$ cat src/sv/pfd_pkg.sv
// Shared types, constants and saturation helper for the polynomial
// finite-difference block. No dependencies.
package pfd_pkg;

   localparam int DATA_W = 32;
   localparam int DEG_W  = 4;
   localparam int IDX_IN_W = 4;

   localparam logic signed [DATA_W-1:0] Q_MAX = 32'sh7fff_ffff;
   localparam logic signed [DATA_W-1:0] Q_MIN = 32'sh8000_0000;

   localparam logic ACT_LOAD = 1'b0;
   localparam logic ACT_EVAL = 1'b1;

   typedef struct packed {
      logic                     sat;
      logic signed [DATA_W-1:0] value;
   } sat_type;

   typedef struct packed {
      logic    done;
      sat_type res;
   } unit_res_type;

   typedef enum logic [8:0] {
      ST_IDLE     = 9'b000000001,
      ST_TOP_RD   = 9'b000000010,
      ST_TOP_LD   = 9'b000000100,
      ST_MUL_GO   = 9'b000001000,
      ST_MUL_WAIT = 9'b000010000,
      ST_PASS_END = 9'b000100000,
      ST_DIV_GO   = 9'b001000000,
      ST_DIV_WAIT = 9'b010000000,
      ST_DONE     = 9'b100000000
   } state_type;

   // Clamp a 33-bit two's complement value into 32 bits.
   function automatic sat_type sat_33(input logic signed [DATA_W:0] v);
      sat_type r;
      r.sat = (v[DATA_W] != v[DATA_W-1]);
      if (!r.sat) begin
         r.value = v[DATA_W-1:0];
      end else if (v[DATA_W]) begin
         r.value = Q_MIN;
      end else begin
         r.value = Q_MAX;
      end
      return r;
   endfunction

endpackage

$ cat src/sv/polynomial_finite_difference.sv
// Polynomial finite-difference derivatives. Top level; depends on pfd_pkg, pfd_ram,
// pfd_mul and pfd_div.
//
// A load request (action 0) writes one Q16.16 coefficient and gives no response; the
// coefficient store reads as zero after reset. An evaluate request (action 1) runs
// Horner's rule at x0+h, x0 and x0-h on one shared two-stage multiplier, then runs three
// divisions on one restoring divider that yields one quotient bit per cycle. Its response
// holds the forward, central and backward differences in Q16.16, and the block returns to
// idle once the response register is free. A zero step skips the passes and divisions and
// returns zero differences with rsp_zero_step set. The block takes no request while an
// evaluation is under way, but accepts the next one while a finished response waits on
// rsp_ready. The degree register should only be written while the block is idle.
module polynomial_finite_difference #(
   parameter int MAX_TERMS = 16,
   parameter int FRAC_BITS = 16
) (
   input  logic                              clock,
   input  logic                              reset,
   input  logic                              req_valid,
   output logic                              req_ready,
   input  logic                              req_action,
   input  logic [pfd_pkg::IDX_IN_W-1:0]      req_coef_index,
   input  logic signed [pfd_pkg::DATA_W-1:0] req_coef_value,
   input  logic signed [pfd_pkg::DATA_W-1:0] req_point,
   input  logic signed [pfd_pkg::DATA_W-1:0] req_step,
   output logic                              rsp_valid,
   input  logic                              rsp_ready,
   output logic signed [pfd_pkg::DATA_W-1:0] rsp_forward_diff,
   output logic signed [pfd_pkg::DATA_W-1:0] rsp_central_diff,
   output logic signed [pfd_pkg::DATA_W-1:0] rsp_backward_diff,
   output logic                              rsp_zero_step,
   output logic                              rsp_saturated,
   input  logic                              csr_wr_en,
   input  logic [pfd_pkg::DEG_W-1:0]         csr_wr_data
);

   import pfd_pkg::*;

   localparam int IDX_W = $clog2(MAX_TERMS);

   // Pass / division selector: plus, mid, minus for Horner; forward, central,
   // backward for the divisions.
   localparam logic [1:0] SEL_FIRST  = 2'd0;
   localparam logic [1:0] SEL_SECOND = 2'd1;
   localparam logic [1:0] SEL_THIRD  = 2'd2;

   state_type                state_ff, state_in;
   logic [DEG_W-1:0]         degree_ff;
   logic [MAX_TERMS-1:0]     vld_ff, vld_in;
   logic [IDX_W-1:0]         idx_ff, idx_in, deg_eff;
   logic [1:0]               sel_ff, sel_in;
   logic signed [DATA_W-1:0] x0_ff, x0_in, xp_ff, xp_in, xm_ff, xm_in, h_ff, h_in;
   logic signed [DATA_W-1:0] acc_ff, acc_in;
   logic signed [DATA_W-1:0] pp_ff, pp_in, p0_ff, p0_in, pm_ff, pm_in;
   logic signed [DATA_W-1:0] fwd_ff, fwd_in, cen_ff, cen_in, bwd_ff, bwd_in;
   logic                     flag_ff, flag_in, zero_ff, zero_in;

   logic                     rsp_valid_ff, rsp_valid_in;
   logic signed [DATA_W-1:0] out_fwd_ff, out_cen_ff, out_bwd_ff;
   logic                     out_zero_ff, out_sat_ff;
   logic                     out_free, out_load;

   logic                     req_fire, load_fire, in_range;
   logic [IDX_W-1:0]         wr_addr;
   logic                     rd_en;
   logic [DATA_W-1:0]        rd_data;
   logic                     coef_vld_ff;
   logic signed [DATA_W-1:0] coef;

   sat_type                  xp_sat, xm_sat, add_sat;
   logic signed [DATA_W-1:0] x_cur;
   logic                     mul_start, div_start;
   unit_res_type             mul_res, div_res;
   logic signed [DATA_W:0]   div_num, div_den;

   assign req_ready = (state_ff == ST_IDLE);
   assign req_fire  = req_valid && req_ready;
   assign in_range  = (32'(req_coef_index) < MAX_TERMS);
   assign wr_addr   = IDX_W'(req_coef_index);
   assign load_fire = req_fire && (req_action == ACT_LOAD) && in_range;

   assign deg_eff = (32'(degree_ff) > MAX_TERMS - 1) ? IDX_W'(MAX_TERMS - 1)
                                                     : IDX_W'(degree_ff);

   assign vld_in = vld_ff | (load_fire ? (MAX_TERMS'(1) << wr_addr) : '0);

   // Coefficient store
   assign rd_en = (state_ff == ST_TOP_RD) || (state_ff == ST_MUL_GO);

   pfd_ram #(
      .WIDTH (DATA_W),
      .DEPTH (MAX_TERMS)
   ) u_coef_ram (
      .clock   (clock),
      .wr_en   (load_fire),
      .wr_addr (wr_addr),
      .wr_data (req_coef_value),
      .rd_en   (rd_en),
      .rd_addr (idx_ff),
      .rd_data (rd_data)
   );

   // Entries never loaded since reset read as zero.
   assign coef = coef_vld_ff ? rd_data : '0;

   // Shared arithmetic units
   always_comb begin
      case (sel_ff)
         SEL_FIRST:  x_cur = xp_ff;
         SEL_SECOND: x_cur = x0_ff;
         SEL_THIRD:  x_cur = xm_ff;
         default:    x_cur = x0_ff;
      endcase
   end

   assign mul_start = (state_ff == ST_MUL_GO);
   assign div_start = (state_ff == ST_DIV_GO);

   pfd_mul #(
      .FRAC_BITS (FRAC_BITS)
   ) u_mul (
      .clock (clock),
      .reset (reset),
      .start (mul_start),
      .a     (acc_ff),
      .b     (x_cur),
      .res   (mul_res)
   );

   always_comb begin
      case (sel_ff)
         SEL_FIRST: begin
            div_num = {pp_ff[DATA_W-1], pp_ff} - {p0_ff[DATA_W-1], p0_ff};
            div_den = {h_ff[DATA_W-1], h_ff};
         end
         SEL_SECOND: begin
            div_num = {pp_ff[DATA_W-1], pp_ff} - {pm_ff[DATA_W-1], pm_ff};
            div_den = {h_ff, 1'b0};
         end
         SEL_THIRD: begin
            div_num = {p0_ff[DATA_W-1], p0_ff} - {pm_ff[DATA_W-1], pm_ff};
            div_den = {h_ff[DATA_W-1], h_ff};
         end
         default: begin
            div_num = '0;
            div_den = {h_ff[DATA_W-1], h_ff};
         end
      endcase
   end

   pfd_div #(
      .FRAC_BITS (FRAC_BITS)
   ) u_div (
      .clock (clock),
      .reset (reset),
      .start (div_start),
      .num   (div_num),
      .den   (div_den),
      .res   (div_res)
   );

   assign xp_sat  = sat_33({req_point[DATA_W-1], req_point} + {req_step[DATA_W-1], req_step});
   assign xm_sat  = sat_33({req_point[DATA_W-1], req_point} - {req_step[DATA_W-1], req_step});
   assign add_sat = sat_33({mul_res.res.value[DATA_W-1], mul_res.res.value}
                           + {coef[DATA_W-1], coef});

   assign out_free = !rsp_valid_ff || rsp_ready;
   assign out_load = (state_ff == ST_DONE) && out_free;

   // Sequencer
   always_comb begin
      state_in = state_ff;
      idx_in   = idx_ff;
      sel_in   = sel_ff;
      x0_in    = x0_ff;
      xp_in    = xp_ff;
      xm_in    = xm_ff;
      h_in     = h_ff;
      acc_in   = acc_ff;
      pp_in    = pp_ff;
      p0_in    = p0_ff;
      pm_in    = pm_ff;
      fwd_in   = fwd_ff;
      cen_in   = cen_ff;
      bwd_in   = bwd_ff;
      flag_in  = flag_ff;
      zero_in  = zero_ff;
      unique case (state_ff)
         ST_IDLE: begin
            if (req_fire && (req_action == ACT_EVAL)) begin
               x0_in  = req_point;
               h_in   = req_step;
               xp_in  = xp_sat.value;
               xm_in  = xm_sat.value;
               idx_in = deg_eff;
               sel_in = SEL_FIRST;
               if (req_step == '0) begin
                  fwd_in   = '0;
                  cen_in   = '0;
                  bwd_in   = '0;
                  zero_in  = 1'b1;
                  flag_in  = 1'b0;
                  state_in = ST_DONE;
               end else begin
                  zero_in  = 1'b0;
                  flag_in  = xp_sat.sat || xm_sat.sat;
                  state_in = ST_TOP_RD;
               end
            end
         end
         ST_TOP_RD: begin
            state_in = ST_TOP_LD;
         end
         ST_TOP_LD: begin
            acc_in = coef;
            if (idx_ff == '0) begin
               state_in = ST_PASS_END;
            end else begin
               idx_in   = idx_ff - IDX_W'(1);
               state_in = ST_MUL_GO;
            end
         end
         ST_MUL_GO: begin
            state_in = ST_MUL_WAIT;
         end
         ST_MUL_WAIT: begin
            if (mul_res.done) begin
               acc_in  = add_sat.value;
               flag_in = flag_ff || mul_res.res.sat || add_sat.sat;
               if (idx_ff == '0) begin
                  state_in = ST_PASS_END;
               end else begin
                  idx_in   = idx_ff - IDX_W'(1);
                  state_in = ST_MUL_GO;
               end
            end
         end
         ST_PASS_END: begin
            case (sel_ff)
               SEL_FIRST:  pp_in = acc_ff;
               SEL_SECOND: p0_in = acc_ff;
               default:    pm_in = acc_ff;
            endcase
            if (sel_ff == SEL_THIRD) begin
               sel_in   = SEL_FIRST;
               state_in = ST_DIV_GO;
            end else begin
               sel_in   = sel_ff + 2'd1;
               idx_in   = deg_eff;
               state_in = ST_TOP_RD;
            end
         end
         ST_DIV_GO: begin
            state_in = ST_DIV_WAIT;
         end
         ST_DIV_WAIT: begin
            if (div_res.done) begin
               flag_in = flag_ff || div_res.res.sat;
               case (sel_ff)
                  SEL_FIRST:  fwd_in = div_res.res.value;
                  SEL_SECOND: cen_in = div_res.res.value;
                  default:    bwd_in = div_res.res.value;
               endcase
               if (sel_ff == SEL_THIRD) begin
                  state_in = ST_DONE;
               end else begin
                  sel_in   = sel_ff + 2'd1;
                  state_in = ST_DIV_GO;
               end
            end
         end
         ST_DONE: begin
            // Hold until the response register is free.
            if (out_free) begin
               state_in = ST_IDLE;
            end
         end
         default: begin
            state_in = ST_IDLE;
         end
      endcase
   end

   always_comb begin
      if (out_load) begin
         rsp_valid_in = 1'b1;
      end else if (rsp_ready) begin
         rsp_valid_in = 1'b0;
      end else begin
         rsp_valid_in = rsp_valid_ff;
      end
   end

   always_ff @(posedge clock) begin
      if (reset) begin
         state_ff     <= ST_IDLE;
         degree_ff    <= '0;
         vld_ff       <= '0;
         rsp_valid_ff <= 1'b0;
      end else begin
         state_ff     <= state_in;
         vld_ff       <= vld_in;
         rsp_valid_ff <= rsp_valid_in;
         if (csr_wr_en) begin
            degree_ff <= csr_wr_data;
         end
      end
   end

   always_ff @(posedge clock) begin
      idx_ff  <= idx_in;
      sel_ff  <= sel_in;
      x0_ff   <= x0_in;
      xp_ff   <= xp_in;
      xm_ff   <= xm_in;
      h_ff    <= h_in;
      acc_ff  <= acc_in;
      pp_ff   <= pp_in;
      p0_ff   <= p0_in;
      pm_ff   <= pm_in;
      fwd_ff  <= fwd_in;
      cen_ff  <= cen_in;
      bwd_ff  <= bwd_in;
      flag_ff <= flag_in;
      zero_ff <= zero_in;
      if (rd_en) begin
         coef_vld_ff <= vld_ff[idx_ff];
      end
      if (out_load) begin
         out_fwd_ff  <= fwd_ff;
         out_cen_ff  <= cen_ff;
         out_bwd_ff  <= bwd_ff;
         out_zero_ff <= zero_ff;
         out_sat_ff  <= flag_ff;
      end
   end

   assign rsp_valid         = rsp_valid_ff;
   assign rsp_forward_diff  = out_fwd_ff;
   assign rsp_central_diff  = out_cen_ff;
   assign rsp_backward_diff = out_bwd_ff;
   assign rsp_zero_step     = out_zero_ff;
   assign rsp_saturated     = out_sat_ff;

endmodule

$ cat src/sv/pfd_ram.sv
// Generic single-write, single-read RAM with registered read data.
// No dependencies.
module pfd_ram #(
   parameter int WIDTH = 32,
   parameter int DEPTH = 16
) (
   input  logic                     clock,
   input  logic                     wr_en,
   input  logic [$clog2(DEPTH)-1:0] wr_addr,
   input  logic [WIDTH-1:0]         wr_data,
   input  logic                     rd_en,
   input  logic [$clog2(DEPTH)-1:0] rd_addr,
   output logic [WIDTH-1:0]         rd_data
);

   logic [WIDTH-1:0] mem_ff [DEPTH];
   logic [WIDTH-1:0] rd_data_ff;

   always_ff @(posedge clock) begin
      if (wr_en) begin
         mem_ff[wr_addr] <= wr_data;
      end
      if (rd_en) begin
         rd_data_ff <= mem_ff[rd_addr];
      end
   end

   assign rd_data = rd_data_ff;

endmodule

$ cat src/sv/pfd_mul.sv
// Two-stage fixed-point multiplier: signed product, then round to nearest
// (ties upward), drop the fraction and saturate. Depends on pfd_pkg.
module pfd_mul #(
   parameter int FRAC_BITS = 16
) (
   input  logic                             clock,
   input  logic                             reset,
   input  logic                             start,
   input  logic signed [pfd_pkg::DATA_W-1:0] a,
   input  logic signed [pfd_pkg::DATA_W-1:0] b,
   output pfd_pkg::unit_res_type             res
);

   import pfd_pkg::*;

   localparam int PROD_W = 2 * DATA_W;
   localparam logic signed [PROD_W-1:0] HALF  = (PROD_W'(1) << FRAC_BITS) >> 1;
   localparam logic signed [PROD_W-1:0] P_MAX = PROD_W'(Q_MAX);
   localparam logic signed [PROD_W-1:0] P_MIN = PROD_W'(Q_MIN);

   logic signed [PROD_W-1:0] prod_ff, prod_in;
   logic signed [PROD_W-1:0] rnd;
   logic                     vld_ff, done_ff;
   sat_type                  sat_ff, sat_in;

   assign prod_in = a * b;

   always_comb begin
      rnd = (prod_ff + HALF) >>> FRAC_BITS;
      if (rnd > P_MAX) begin
         sat_in.sat   = 1'b1;
         sat_in.value = Q_MAX;
      end else if (rnd < P_MIN) begin
         sat_in.sat   = 1'b1;
         sat_in.value = Q_MIN;
      end else begin
         sat_in.sat   = 1'b0;
         sat_in.value = rnd[DATA_W-1:0];
      end
   end

   always_ff @(posedge clock) begin
      if (reset) begin
         vld_ff  <= 1'b0;
         done_ff <= 1'b0;
      end else begin
         vld_ff  <= start;
         done_ff <= vld_ff;
      end
   end

   always_ff @(posedge clock) begin
      if (start) begin
         prod_ff <= prod_in;
      end
      if (vld_ff) begin
         sat_ff <= sat_in;
      end
   end

   assign res.done = done_ff;
   assign res.res  = sat_ff;

endmodule

$ cat src/sv/pfd_div.sv
// Restoring divider, one quotient bit per cycle: (num * 2^FRAC_BITS) / den,
// truncated toward zero and saturated to 32 bits. Depends on pfd_pkg.
module pfd_div #(
   parameter int FRAC_BITS = 16
) (
   input  logic                           clock,
   input  logic                           reset,
   input  logic                           start,
   input  logic signed [pfd_pkg::DATA_W:0] num,
   input  logic signed [pfd_pkg::DATA_W:0] den,
   output pfd_pkg::unit_res_type           res
);

   import pfd_pkg::*;

   localparam int OP_W  = DATA_W + 1;
   localparam int NUM_W = OP_W + FRAC_BITS;
   localparam int CNT_W = $clog2(NUM_W + 1);
   localparam logic [NUM_W-1:0] POS_LIM = NUM_W'(Q_MAX);
   localparam logic [NUM_W-1:0] NEG_LIM = NUM_W'(Q_MAX) + NUM_W'(1);

   logic [OP_W-1:0]  num_mag, den_mag;
   logic [NUM_W-1:0] dvd_ff, dvd_in;
   logic [OP_W-1:0]  den_ff, rem_ff, rem_in;
   logic [OP_W:0]    rem_sh;
   logic             qbit;
   logic             neg_ff;
   logic [CNT_W-1:0] cnt_ff, cnt_in;
   logic             busy_ff, busy_in, fin_ff, fin_in, done_ff;
   sat_type          out_ff, out_in;

   assign num_mag = num[OP_W-1] ? OP_W'(-num) : OP_W'(num);
   assign den_mag = den[OP_W-1] ? OP_W'(-den) : OP_W'(den);
   assign rem_sh  = {rem_ff, dvd_ff[NUM_W-1]};
   assign qbit    = (rem_sh >= {1'b0, den_ff});

   always_comb begin
      rem_in  = rem_ff;
      dvd_in  = dvd_ff;
      cnt_in  = cnt_ff;
      busy_in = busy_ff;
      fin_in  = 1'b0;
      if (start) begin
         rem_in  = '0;
         dvd_in  = NUM_W'(num_mag) << FRAC_BITS;
         cnt_in  = CNT_W'(NUM_W);
         busy_in = 1'b1;
      end else if (busy_ff) begin
         rem_in = qbit ? OP_W'(rem_sh - {1'b0, den_ff}) : rem_sh[OP_W-1:0];
         dvd_in = {dvd_ff[NUM_W-2:0], qbit};
         cnt_in = cnt_ff - CNT_W'(1);
         if (cnt_ff == CNT_W'(1)) begin
            busy_in = 1'b0;
            fin_in  = 1'b1;
         end
      end
   end

   // Apply the sign and clamp the quotient magnitude.
   always_comb begin
      if (!neg_ff && (dvd_ff > POS_LIM)) begin
         out_in.sat   = 1'b1;
         out_in.value = Q_MAX;
      end else if (neg_ff && (dvd_ff > NEG_LIM)) begin
         out_in.sat   = 1'b1;
         out_in.value = Q_MIN;
      end else begin
         out_in.sat   = 1'b0;
         out_in.value = neg_ff ? -dvd_ff[DATA_W-1:0] : dvd_ff[DATA_W-1:0];
      end
   end

   always_ff @(posedge clock) begin
      if (reset) begin
         busy_ff <= 1'b0;
         fin_ff  <= 1'b0;
         done_ff <= 1'b0;
      end else begin
         busy_ff <= busy_in;
         fin_ff  <= fin_in;
         done_ff <= fin_ff;
      end
   end

   always_ff @(posedge clock) begin
      rem_ff <= rem_in;
      dvd_ff <= dvd_in;
      cnt_ff <= cnt_in;
      if (start) begin
         den_ff <= den_mag;
         neg_ff <= num[OP_W-1] ^ den[OP_W-1];
      end
      if (fin_ff) begin
         out_ff <= out_in;
      end
   end

   assign res.done = done_ff;
   assign res.res  = out_ff;

endmodule
$ cat config.mk
export PLATFORM = sky130hd
export DESIGN_NAME = polynomial_finite_difference
export DESIGN_NICKNAME = d
export VERILOG_FILES = /design/src/sv/pfd_pkg.sv /design/src/sv/polynomial_finite_difference.sv /design/src/sv/pfd_ram.sv /design/src/sv/pfd_mul.sv /design/src/sv/pfd_div.sv
export SDC_FILE = /design/constraint.sdc
export NUM_CORES = 2
export LEC_CHECK = 0
export ABC_AREA = 0
export BUFFER_PORTS_ARGS = -buffer_cell sky130_fd_sc_hd__buf_4
export CAP_MARGIN = 0
export CORE_MARGIN = 2
export CORE_UTILIZATION = 60
export CTS_BUF_LIST = sky130_fd_sc_hd__clkbuf_2 sky130_fd_sc_hd__clkbuf_4 sky130_fd_sc_hd__clkbuf_8
export CTS_CLUSTER_DIAMETER = 120
export DETAILED_ROUTE_END_ITERATION = 7
export MAX_ROUTING_LAYER = met4
export PLACE_DENSITY = 0.75
export REMOVE_ABC_BUFFERS = 1
export SYNTH_ARGS = -nofsm -noshare
export SYNTH_HDL_FRONTEND = slang
export SYNTH_SLANG_ARGS = --single-unit
$ cat constraint.sdc
create_clock -name clock -period 12.2 [get_ports clock]
set_input_delay 0.61 -clock clock [delete_from_list [all_inputs] [get_ports clock]]
set_output_delay 0.61 -clock clock [all_outputs]
set_load 0.02 [all_outputs]
# Yosys cells after proc, flatten, opt, wreduce, memory -nomap -nowiden
# Memory sizes are Yosys's and may differ from the RTL's. A register that Yosys moved wholly into a read port is not among the register bits.
# Index checks and enable logic that the tools add are counted.
[op_classes] addsub=14 multipliers=1 n_lt_le_gt_ge=6 eq_ne=25 shift=1 n_mux=67 bitwise=5 reduce_logical=38
[ops] operator="$mux 32" count=19
[ops] operator="$pmux 32 s2" count=5
[ops] operator="$mux 33" count=4
[ops] operator="$sub 32x32->33" count=4
[ops] operator="$pmux 33 s3" count=1
[ops] operator="$mux 49" count=2
[ops] operator="$pmux 9 s9" count=1
[ops] operator="$add 32x32->33" count=2
[ops] operator="$neg 33->33" count=2
[ops] operator="$add 64x17->64 const B" count=1
[ops] operator="$mul 32x32->64" count=1
[ops] operator="$mux 9" count=6
[ops] operator="$gt 49x31->1 const B" count=1
[ops] operator="$gt 49x32->1 const B" count=1
[ops] operator="$gt 48x32->1 const B" count=1
[ops] operator="$lt 48x32->1 const B" count=1
[ops] operator="$ge 34x33->1" count=1
[ops] operator="$sub 33x33->33" count=1
[ops] operator="$logic_not 32->1" count=1
[ops] operator="$neg 32->32" count=1
[ops] operator="$mux 16" count=1
[ops] operator="$mux 4" count=4
[ops] operator="$or 16x16->16" count=1
[ops] operator="$pmux 4 s4" count=1
[ops] operator="other kinds (42)" count=94
[word_totals] reg_bits=746 ram_bits=512 in_bits=110 output_inout_bits=100 word_cells=200 n_memories=1
[memory_table] name="u_coef_ram.mem_ff" depth=16 width=32 rd=1 rd_clocked_by_memory_dff=1 wr=1 line_no="pfd_ram.sv:16" rtl="logic [WIDTH-1:0] mem_ff [DEPTH];"

# Depth between registers and ports, before layout
[depth] ltp_word=6 ltp_mapped=40 depth_no_buf=36

# Hierarchy
# Synthesis repeated with hierarchy kept, for this count alone.
[hier_totals] hier_cells=8609 hier_area_um2=97517.3
[modules_own_cells] mod="pfd_mul" n_inst=1 cells_per_inst=4273 area_per_inst_um2=40022.1 seq_area_each_um2=2502.4
[modules_own_cells] mod="polynomial_finite_difference" n_inst=1 cells_per_inst=2436 area_per_inst_um2=27463.8 seq_area_each_um2=14383.8
[modules_own_cells] mod="pfd_ram" n_inst=1 cells_per_inst=838 area_per_inst_um2=20155.6 seq_area_each_um2=16335.7
[modules_own_cells] mod="pfd_div" n_inst=1 cells_per_inst=1062 area_per_inst_um2=9875.7 seq_area_each_um2=4164.0

# Worst setup path after synthesis
# Ideal clock, no wire load.
[synth_path] kind="register to register" startpoint="register sel_ff[0]" endpoint="register u_mul.prod_ff[63], data pin" setup_time_ps=260 arrival_time_ps=8919 setup_slack_ps=3021 path_stages_with_launch=36 synth_period_minus_slack_ps=9179 cell_sequence="edfxtp_1 > inv_1 > ha_1 > clkbuf_1 > nor2b_1 > clkbuf_1 > a21oi_1 > a21oi_1 > nor2_1 > clkbuf_1 > and2_1 > fa_1 > fa_1 > inv_1 > fa_1 > inv_1 > fa_1 > inv_1 > fa_1 > inv_1 > fa_1 > fa_1 > inv_1 > fa_1 > inv_1 > ha_1 > clkbuf_1 > nand4_1 > or3_1 > a311o_1 > a211oi_1 > o2111ai_1 > o41ai_1 > a211o_1 > a21oi_1 > xnor2_1"
[synth_via] elab_chain_len=3
[synth_rtl] item="start, declared" line_no="polynomial_finite_difference.sv:51" rtl="logic [1:0] sel_ff, sel_in;"
[synth_rtl] item="start signal, assigned" line_no="polynomial_finite_difference.sv:312" rtl="sel_ff <= sel_in;"
[synth_rtl] item="$eq 2x2->1 or $logic_not 2->1 (tied branches)" line_no="polynomial_finite_difference.sv:108" rtl="case (sel_ff)"
[synth_rtl] item="$pmux 32 s2 *" line_no="polynomial_finite_difference.sv:108"
[synth_rtl] item="$mul 32x32->64 *" line_no="pfd_mul.sv:26" rtl="assign prod_in = a * b;"
[synth_rtl] item="net u_mul.prod_in[63]" line_no="pfd_mul.sv:21" rtl="logic signed [PROD_W-1:0] prod_ff, prod_in;"
[synth_rtl] item="end signal, assigned" line_no="pfd_mul.sv:54" rtl="prod_ff <= prod_in;"
[synth_rtl] item="end, declared" line_no="pfd_mul.sv:21"
# The timed path passes the listed nets; every way through them passes the cells marked *.
# A chain may end at the register's enable or synchronous reset.

# Worst setup path after layout
# Ends and elaborated chain as after synthesis.

==> summary.md <==
| Metric | Value |
|---|---|
| Yosys reg bits | `1,275` |
| Synth area leaders | `edfxtp_1, fa_1, ha_1, inv_1, mux4_2` |
| Synth Area in Simple Gates | `11.8%` |
| Max stage delay cell, worst path | `nor2_2` |
| First-pass GRT wire length | `375,000 um` |
| Util after Layout | `between 60 and 70%` |
| Via count | `64,800` |
| Crit path DAT | `11.62 ns` |
| Routability cong. | `0.935` |
| # fillers | `11,800` |
| Clk_lat worst skew | `roughly 0.98 ns` |
| Routed WL per cell | `21.2 um` |
| Share of the synthesized area in the top cell type | `36.8%` |
| # IOs | `210` |
| Drt initial violations | `5,432` |
| Post-Route WL | `234,000 um` |
| NumNets Final | `10,300` |
| Worst setup EP type | `flip-flop` |
| Least-Margin Pin Slew | `1.26 ns` |
| Area leader, netlist | `edfxtp_1` |
| Min Tclk post-route | `~11 ns` |
| Die extent in x | `406 um` |
| Vias in the first global route | `~68,000` |
| Synthesized area per cell | `11.4 um^2` |
| Core Area | `0.160 mm^2` |
| Post-Synth XOR/XNOR Area | `around 2.8%` |
| CP bufs+invs | `4` |
| Top cell by count, worst path | `fa_1` |
| HP Class | `in -> reg` |
| Final setup fails | `0` |
| Die ar. | `0.165 mm^2` |
| Sequential element share of the synthesized area | `between 30% and 40%` |
| Final setup skew | `0.0637 ns` |
| Unrepaired setup endpoints after global routing | `no` |
| Count of input and output buffers | `between 200 and 250` |
| Detail Placement HPWL | `171,000 um` |
| CTS tree | `yes` |
| Critical Path RT | `12.88 ns` |
| Post-synth ARST share | `0%` |
| Post-DR vias/cell | `~5.9` |
| Mux share of post-synthesis cell area | `4.88%` |
| Commonest non-fill, non-tap cells in the layout | `inv_1, edfxtp_1, fa_1, nand2_1, and2_1` |
| Final ANT Viol Nets | `0` |
| CTS sink count | `~1,300` |
| Pre-Repair DR Iteration Count | `6` |
| Cell row count | `between 100 and 150` |
| Bufs on Longest Clock Path | `3` |
| Synthesis warning total | `0` |
| Clk slew on worst S/H paths | `approximately 0.070 ns` |
| Period Utilization, post-route | `89.7%` |
| CP Launch Type | `flip-flop` |
| Proportion of layout cells with a drive suffix above 1 | `11.2%` |
| P&R area growth vs syn | `9.49%` |
| Fmax | `~91 MHz` |
| Reg area | `0.0374 mm^2` |
| Post-Route Setup TNS | `0 ns` |
| Critical Path Fanout Max | `34` |
| Initial antenna violation count | `7` |
| Status | `finished, final reports clean` |
| Clk root buf | `clkbuf_8` |
| CP Class | `reg -> reg` |
| Max incr delay on CP | `0.97 ns` |
| H-tree depth | `4` |
| Largest family of logic cells by synthesized area | `adder cells` |
| Overall Global Routing Usage | `approximately 30%` |
| Commonest non-fill, non-tap cell in the layout | `inv_1` |
| Largest net degree at the start of global routing | `135` |
| Slew HR | `16.2%` |
| Max-cap viol count | `0` |
| Cell count after synthesis | `8,480` |
| Top delay family on crit path | `adder cells` |
| Hold Fails Final Rpt | `0` |
| Die H | `406 um` |
| Footprint of the multi-input gates | `0.0536 mm^2` |
| Number of flops mapped to enable cells by yosys | `1,185` |
| Fin. max-slew vios | `0` |
| Num CTS Buffers | `199` |
| DRC viols | `0` |
| GR Overflow Total | `0` |
| Initial core utilization | `60.3%` |
| Synth cell types | `87` |
| Mapped Area | `around 0.097 mm^2` |
| Compound-cell area share of the yosys netlist | `7.90%` |
| Synth Area in Adders | `27.6%` |
| Post-CTS setup buffers | `0` |
| Main flop type after synthesis | `edfxtp_1` |
==> Yosys cell counts (31+ instances only) <==
cell,number
o211ai_1,34
mux4_2,165
nand2b_1,67
nand3_1,88
nor3_1,73
and2_1,589
buf_1,33
a211oi_1,37
a21oi_1,373
o21ai_0,289
edfxtp_1,1185
xnor2_1,173
o21a_1,31
o2bb2ai_1,31
nor4_1,36
nor2b_1,52
nand4_1,52
inv_1,1219
mux2i_1,47
or2_2,32
ha_1,388
nor2_1,438
nand2_1,756
fa_1,1087
a31oi_1,35
clkbuf_1,374
a21o_1,101
dfxtp_1,90
mux2_2,48
xor2_1,137
==> sequential cells by signal (all words and copies together), names as in the netlist, 33 cells and up <==
register	cells
u_coef_ram.mem_ff	512
u_div.dvd_ff	49
u_mul.prod_ff	49
u_div.den_ff	33
u_div.rem_ff	33
u_div.res	33
u_mul.res	33
==> timing repair <==
| item | in CTS | in global routing |
|---|---|---|
| hold buffers | 104 | 0 |
| resized for setup | 0 | 0 |
| hold endpoints to repair | 580 | 0 |
==> final timing paths <==
kind,slack (ns),cells after the start,endpoint,start
worst max-delay path,1.25,30,u_mul.prod_ff[63],sel_ff[0]
worst min-delay path,0.08,3,rsp_valid,rsp_ready
worst min register to register,0.40,0,rsp_central_diff[26],cen_ff[26]
worst max register to register,1.25,30,u_mul.prod_ff[63],sel_ff[0]
==> cells by family after synthesis <==
family	Yosys count
buffers and inverters	1629
AND/OR/NAND/NOR	2312
adder cells (fa/ha/maj)	1489
XOR/XNOR	310
flip-flops	1275
AO/OA/AOI/OAI	1205
multiplexers	260
==> layer usage <==
metal,routed length [um],track usage [%]
met2,116000,49.7
met5,0,-
met4,7960,10.3
met1,93800,38.8
met3,16800,4.68
==> worst register-to-register path, delay by kind of cell (launching register included) <==
family | cells | cell delay, ns
DFF | 1 | 0.47
AOI/OAI and AO/OA | 8 | 2.35
and+or+nand+nor | 7 | 2.59
xor gates and xnor gates | 1 | 0.12
adders and majority gates | 10 | 4.55
buffers and inverters | 4 | 0.60
==> metrics by stage <==
step	instance area, um^2	setup WS, ns	hold WS [ns]	cells
global route	106000	0.785	0.0639	11100
detailed placement	101000	1.31	0.405	10600
floorplan	95200	0.871	0.400	8071
CTS	106000	1.23	0.00318	11000
global placement	101000	1.59	0.400	10600
finish	106000	1.25	0.0765	11100
==> area by class of cell <==
cell class / count / share of cell area [%]
clock buffer: 261 / 3.05
sequential: 1275 / 35.3
timing repair buffer: 450 / 3.46
inverter: 1220 / 4.32
multi-input combinational: 5576 / 50.6
clock inverter: 101 / 0.763
tap: 2160 / 2.55
antenna: 7 / 0.0165
Power is not shown: default switching activity piles up to over one toggle a cycle in this logic, so the estimate is an artifact.
